$ cat config.mk
export PLATFORM = sky130hd
export DESIGN_NAME = bgkc_apb_regs
export DESIGN_NICKNAME = d
export VERILOG_FILES = /design/src/hdl/bgkc_pkg.sv /design/src/hdl/bgkc_apb_regs.sv
export SDC_FILE = /design/constraint.sdc
export NUM_CORES = 1
export LEC_CHECK = 0
export ABC_AREA = 0
export BUFFER_PORTS_ARGS = -buffer_cell sky130_fd_sc_hd__buf_2
export CAP_MARGIN = 20
export CORE_UTILIZATION = 41
export DETAILED_ROUTE_END_ITERATION = 6
export HOLD_SLACK_MARGIN = 0.05
export PLACE_DENSITY = 0.79
export RECOVER_POWER = 25
export SLEW_MARGIN = 25
export SYNTH_ARGS = -nofsm -noshare
export SYNTH_HDL_FRONTEND = slang
export SYNTH_SLANG_ARGS = --single-unit
$ cat constraint.sdc
create_clock -name clk -period 0.9 [get_ports clk]
set_input_delay 0.09 -clock clk [delete_from_list [all_inputs] [get_ports clk]]
set_output_delay 0.09 -clock clk [all_outputs]
set_load 0.05 [all_outputs]
$ cat src/hdl/bgkc_pkg.sv
// Shared types, constants and helper functions of the D2Q9 BGK collision pipeline.
package bgkc_pkg;

	// Field and port widths.
	localparam int DATA_W    = 32;
	localparam int DIR_W     = 4;
	localparam int OMEGA_W   = 31;
	localparam int PADDR_W   = 3;
	localparam int PDATA_W   = 32;
	localparam int IN_DATA_W = 6 * DATA_W;

	// Number of register stages from input to output.
	localparam int NSTG = 12;

	// Configuration register indexes (paddr[2]).
	localparam logic REG_RELAX_RATE = 1'b0;
	localparam logic [OMEGA_W-1:0] RELAX_RATE_RESET = 31'h4000_0000;

	// Direction codes.
	localparam logic [DIR_W-1:0] DIR_REST = 4'd0;
	localparam logic [DIR_W-1:0] DIR_PX   = 4'd1;
	localparam logic [DIR_W-1:0] DIR_PY   = 4'd2;
	localparam logic [DIR_W-1:0] DIR_NX   = 4'd3;
	localparam logic [DIR_W-1:0] DIR_NY   = 4'd4;
	localparam logic [DIR_W-1:0] DIR_PXPY = 4'd5;
	localparam logic [DIR_W-1:0] DIR_NXPY = 4'd6;
	localparam logic [DIR_W-1:0] DIR_NXNY = 4'd7;
	localparam logic [DIR_W-1:0] DIR_PXNY = 4'd8;

	// Lattice velocity components.
	localparam logic signed [1:0] C_ZERO = 2'sb00;
	localparam logic signed [1:0] C_POS  = 2'sb01;
	localparam logic signed [1:0] C_NEG  = 2'sb11;

	// Weight class: rest 4/9, axis 1/9, diagonal 1/36.
	typedef enum logic [1:0] {
		KSEL_REST,
		KSEL_AXIS,
		KSEL_DIAG
	} ksel_t;

	typedef struct packed {
		logic             bad;
		ksel_t            ksel;
		logic signed [1:0] cx;
		logic signed [1:0] cy;
	} dir_info_t;

	// Divide-by-3 constants: z = zh*2^18 + zl, floor(z/3) = zh*C3_HI + floor((zh+zl)/3).
	localparam logic [16:0] C3_HI    = 17'd87381;
	localparam logic [20:0] C3_RECIP = 21'd1398102;
	// Divide-by-9 constants: z = zh*2^24 + zl, floor(z/9) = zh*C9_HI + floor((zh+zl)/9).
	localparam logic [20:0] C9_HI    = 21'd1864135;
	localparam logic [26:0] C9_RECIP = 27'd119304648;

	// Offsets that keep the dividends non-negative (multiples of the divisor).
	localparam logic signed [35:0] OFF3     = 36'sd12884901888;
	localparam logic signed [35:0] OFF3_Q   = 36'sd4294967296;
	localparam logic signed [45:0] OFF9     = 46'sd9895604649984;
	localparam logic signed [45:0] OFF9_Q   = 46'sd1099511627776;
	// Two in Q.28, the constant term of twice the equilibrium polynomial.
	localparam logic signed [43:0] TWO_FIX  = 44'sd536870912;

	localparam logic signed [63:0] SAT_HI = 64'sd2147483647;
	localparam logic signed [63:0] SAT_LO = -64'sd2147483648;

	// Direction code to lattice vector and weight class.
	function automatic dir_info_t dir_decode(input logic [DIR_W-1:0] dir);
		dir_info_t r;
		r.bad  = 1'b0;
		r.ksel = KSEL_AXIS;
		r.cx   = C_ZERO;
		r.cy   = C_ZERO;
		unique case (dir)
			DIR_REST: r.ksel = KSEL_REST;
			DIR_PX:   r.cx = C_POS;
			DIR_PY:   r.cy = C_POS;
			DIR_NX:   r.cx = C_NEG;
			DIR_NY:   r.cy = C_NEG;
			DIR_PXPY: begin
				r.ksel = KSEL_DIAG;
				r.cx   = C_POS;
				r.cy   = C_POS;
			end
			DIR_NXPY: begin
				r.ksel = KSEL_DIAG;
				r.cx   = C_NEG;
				r.cy   = C_POS;
			end
			DIR_NXNY: begin
				r.ksel = KSEL_DIAG;
				r.cx   = C_NEG;
				r.cy   = C_NEG;
			end
			DIR_PXNY: begin
				r.ksel = KSEL_DIAG;
				r.cx   = C_POS;
				r.cy   = C_NEG;
			end
			default: begin
				r.bad  = 1'b1;
				r.ksel = KSEL_REST;
			end
		endcase
		return r;
	endfunction

	// One term of a dot product with a lattice vector component of -1, 0 or +1.
	function automatic logic signed [33:0] axis_term(input logic signed [1:0] c,
		input logic signed [DATA_W-1:0] v);
		logic signed [33:0] r;
		case (c)
			C_POS:   r = 34'(v);
			C_NEG:   r = -34'(v);
			default: r = '0;
		endcase
		return r;
	endfunction

	// Clamp to the signed 32-bit range.
	function automatic logic signed [DATA_W-1:0] sat32(input logic signed [63:0] x);
		logic signed [DATA_W-1:0] r;
		if (x > SAT_HI) begin
			r = 32'sh7fff_ffff;
		end else if (x < SAT_LO) begin
			r = 32'sh8000_0000;
		end else begin
			r = x[DATA_W-1:0];
		end
		return r;
	endfunction

endpackage

$ cat src/hdl/bgkc_apb_regs.sv
// APB configuration register block holding the relaxation rate.
module bgkc_apb_regs
	import bgkc_pkg::*;
(
	input  logic                clk,
	input  logic                arst_n,
	input  logic                psel,
	input  logic                penable,
	input  logic                pwrite,
	input  logic [PADDR_W-1:0]  paddr,
	input  logic [PDATA_W-1:0]  pwdata,
	output logic [PDATA_W-1:0]  prdata,
	output logic                pready,
	output logic [OMEGA_W-1:0]  relaxation_rate
);

	logic               reg_idx;
	logic               wr_en;
	logic [OMEGA_W-1:0] omega_q;

	// The register index sits above the byte offset.
	assign reg_idx = paddr[PADDR_W-1];
	assign pready  = 1'b1;
	assign wr_en   = psel & penable & pwrite & pready;

	// Register write.
	always_ff @(posedge clk or negedge arst_n) begin
		if (!arst_n) begin
			omega_q <= RELAX_RATE_RESET;
		end else if (wr_en && (reg_idx == REG_RELAX_RATE)) begin
			omega_q <= pwdata[OMEGA_W-1:0];
		end
	end

	// Read decode; addresses past the register list read as zero.
	always_comb begin
		unique case (reg_idx)
			REG_RELAX_RATE: prdata = {{(PDATA_W-OMEGA_W){1'b0}}, omega_q};
			default:        prdata = '0;
		endcase
	end

	assign relaxation_rate = omega_q;

endmodule

==> results.cfg, run 1 <==
[status]
status = did not finish
lastStage = global routing (5_1_grt)
error = [ERROR DPL-0038] Utilization greater than 100%, impossible to legalize

[cts]
clock_sinks = 31
cts_buffers = 5
root_buffer = clkbuf_8
cts_buffer_depth = 2
h-tree-depth = 2

[logic_synthesis]
yosysWarnings = 0
syn_inst = 104
ys_async_sr_fraction_pct = 100
syn_nets = 144
syn_area_per_cell_um2 = 14.7
yosysTopAreaCell = dfrtp_1
ys.flop_type = dfrtp_1
synth.most_common_cell = nor2b_1
ys_ff_latch = 31
synth_top_area_share_pct = 49.3
syn-cell-area_um2 = 1520
synth_edf_count = 0
ys_seq_area_share_pct = 51.0
synth_common_cells = nor2b_1, dfrtp_1, mux2_4
netlist_top_cells_area = dfrtp_1, mux2_4, nor2b_1, buf_6, dfstp_2
ys_types = 10

[place]
portBuffers = 98
place_congestion = 0.668
dp_hpwl_mm = 2.62

[sta]
worst-endpoint-pin-kind = top-level output
grt_repair_worst_endpoint = prdata[30]

[die]
die_y_um = 63.0
fp-row-count = 21
start_util_pct = 44.3
fp.dieW_um = 63.0
io_pins = 104

[grt]
grt_start_max_net_pins = 32
[metrics by stage]
step | instances | instance area, µm² | hold WS, ps | setup WS [ps]
floorplan | 104 | 1800 | -206 | -250
global placement | 244 | 2370 | 52.8 | -124
detailed placement | 244 | 2370 | 54.3 | -145
CTS | 294 | 3270 | 54.9 | -310
[cells by family after synthesis]
family | Yosys count | share of synthesized area, %
muxes | 31 | 30.3
and+or+nand+nor | 32 | 14.3
other | 2 | 0.493
buffers and inverters | 8 | 3.94
DFF | 31 | 51.0
[what timing repair did]
item | in CTS
pin swaps | 0
hold buffers | 29
gates resized for setup | 126
buffers inserted | 13
setup endpoints to repair | 62
cloned | 0
endpoints found under the hold margin | 59
==> run 2, diff against run 1 <==
Settings changed: CORE_UTILIZATION 41 to 37, HOLD_SLACK_MARGIN 0.05 to default, PLACE_DENSITY 0.79 to default, PLACE_DENSITY_LB_ADDON from default to 0.15.
==> results.cfg, run 2 <==
[status]
status = complete, but fails checks
violations = setup timing

[flow_run]
maxCapViolations = 0

[cts]
root_buffer = clkbuf_8
h-tree-depth = 2
path_clk_slew_ps = 70
cts_buffers = 5
clock_sinks = 31
clk_latency_ps = 280
cts_buffer_depth = 2
cts_tree = yes

[worst_setup_path]
critical_path_arrival_ps = 1110
required_ps = 810
critPathCaptureType = output pin
start_kind = register
critPathMaxFanout = 2
critPathKind = reg -> out

[grt]
grt_start_max_net_pins = 21
antenna_found_initial = 0
grt_pass1_vias = 1241
track_usage_pct = 20.1
grt_overflow = 0
grt_pass1_wl_mm = 6.29

[drt]
drt_iter0_drc = 46
drc = 0
num_vias = 1305
viasPerCell = 4.66
first_pass_iters = 4
wirelength_mm = 5.09
antenna_left = 0
wire_per_inst_um = 18.2

[die]
io_pins = 104
start_util_pct = 40.1
fp.coreArea_um2 = 3800
die_y_um = 66.2
fp.dieW_um = 66.2
fp-row-count = 22
dieArea_um2 = 4380

[sta]
fmax_mhz = 831
slew_viol_final = 0
fin_ws_ps = -304
slew_headroom_pct = 61.0
timing.final.crit_period_ps = 1200
setup_viol_count_final = 69
clock_skew_ps = 0
rsz0062_at_grt = true
setup_tns_ps = -9760
tightestPinTransition_ps = 585
post-route-period-util_pct = 134
hold_viol_final = 0

[pwr]
total_power_mw = 8.20
vdd_drop_max_mv = 1.51
power_leakage_nw = 1.65
power.density_nw_per_um2 = 2550

[place]
placed_area_um2 = 2370
place_congestion = 0.663
dp_hpwl_mm = 2.78
portBuffers = 98

[logic_synthesis]
ys_ff_latch = 31
yosysWarnings = 0
synth_edf_count = 0
synth.most_common_cell = nor2b_1
synth_top_area_share_pct = 49.3
ys_seq_area_share_pct = 51.0
ys.flop_type = dfrtp_1
syn_nets = 144
ys_async_sr_fraction_pct = 100
syn_area_per_cell_um2 = 14.7
yosysTopAreaCell = dfrtp_1
syn-cell-area_um2 = 1520
netlist_top_cells_area = dfrtp_1, mux2_4, nor2b_1, buf_6, dfstp_2
synth_common_cells = nor2b_1, dfrtp_1, mux2_4
syn_inst = 104
ys_types = 10

[cells_and_area]
drive_above_1_share_pct = 98.3
fin_util_pct = 84.7
largest_reg_flops = 31
syn_to_final_growth_pct = 111
final_cell_mix = buf_6, buf_2, nor2b_4, mux2_4, dfrtp_2
fin_nets = 271
mostFrequentLayoutCell = buf_6
finish.instance_area_um2 = 3220
n_antenna_cell = 0

[hold_path]
min_path_type = in -> reg
==> run 2: cells by family (layout without fill, tap and decap cells) <==
| group | Yosys count | count (layout) | share of synthesized area, % |
|---|---|---|---|
| buf+inv | 8 | 136 | 3.94 |
| simple gates | 32 | 32 | 14.3 |
| other cells | 2 | 2 | 0.493 |
| mux | 31 | 31 | 30.3 |
| flops | 31 | 31 | 51.0 |
==> run 2: cell type report <==
type                    count  area (µm²)
well taps                  48        60.1
flip-flops and latches     31         815
multi-input cells          65         923
clock buffers               8         100
repair buffers            128        1320
fillers                   178         583
==> run 2: worst paths after layout <==
path	depth (start not counted)	startpoint	end	slack, ps
max	2	relaxation_rate[30]	prdata[30]	-300
min	2	pwdata[0]	relaxation_rate[0]	30
max reg2reg	3	relaxation_rate[11]	relaxation_rate[11]	-120
min reg2reg	1	relaxation_rate[27]	relaxation_rate[27]	550
max in group asynchronous	3	arst_n	relaxation_rate[23]	130
min in group asynchronous	2	arst_n	relaxation_rate[28]	250
==> run 2: stage by stage <==
step / worst slack [ps] / hold slack, ps / std cells
finish: -304 / 34.9 / 280
global route: -337 / 24.7 / 280
CTS: -299 / 29.0 / 264
detailed placement: -150 / 7.43 / 247
global placement: -128 / 1.25 / 247
floorplan: -250 / -206 / 104
==> run 2: repair_timing <==
| item | CTS | global route |
|---|---|---|
| buffers inserted | 8 | 17 |
| endpoints found under the setup margin | 62 | 69 |
| hold buffers | 1 | 0 |
| hold endpoints to repair | 31 | 0 |
| gates resized for setup | 125 | 47 |
==> run 2: worst max-delay path, cell delays in order (launching register included) <==
cell and delay [ps]:
dfstp_2 540, nor2b_4 130, buf_6 160
==> run 2: routing by layer <==
| layer | vias up | global-route usage, % | part of all wire, % |
|---|---|---|---|
| met4 | 0 | 5.59 | 1.3 |
| met5 | - | 0 | 0 |
| met3 | 7 | 6.55 | 5.8 |
| met1 | 645 | 22.7 | 39 |
| met2 | 62 | 35.7 | 54 |
| li1 | 591 | - | - |
==> run 2: where the power goes <==
part,switching (mW),internal [mW],total [mW],leakage [nW]
combinational,2.53,2.36,4.89,1.26
clock,0.496,0.697,1.19,0.0515
sequential,0.350,1.77,2.12,0.338
total,3.38,4.83,8.20,1.65
(Power assumes the default switching activity.)
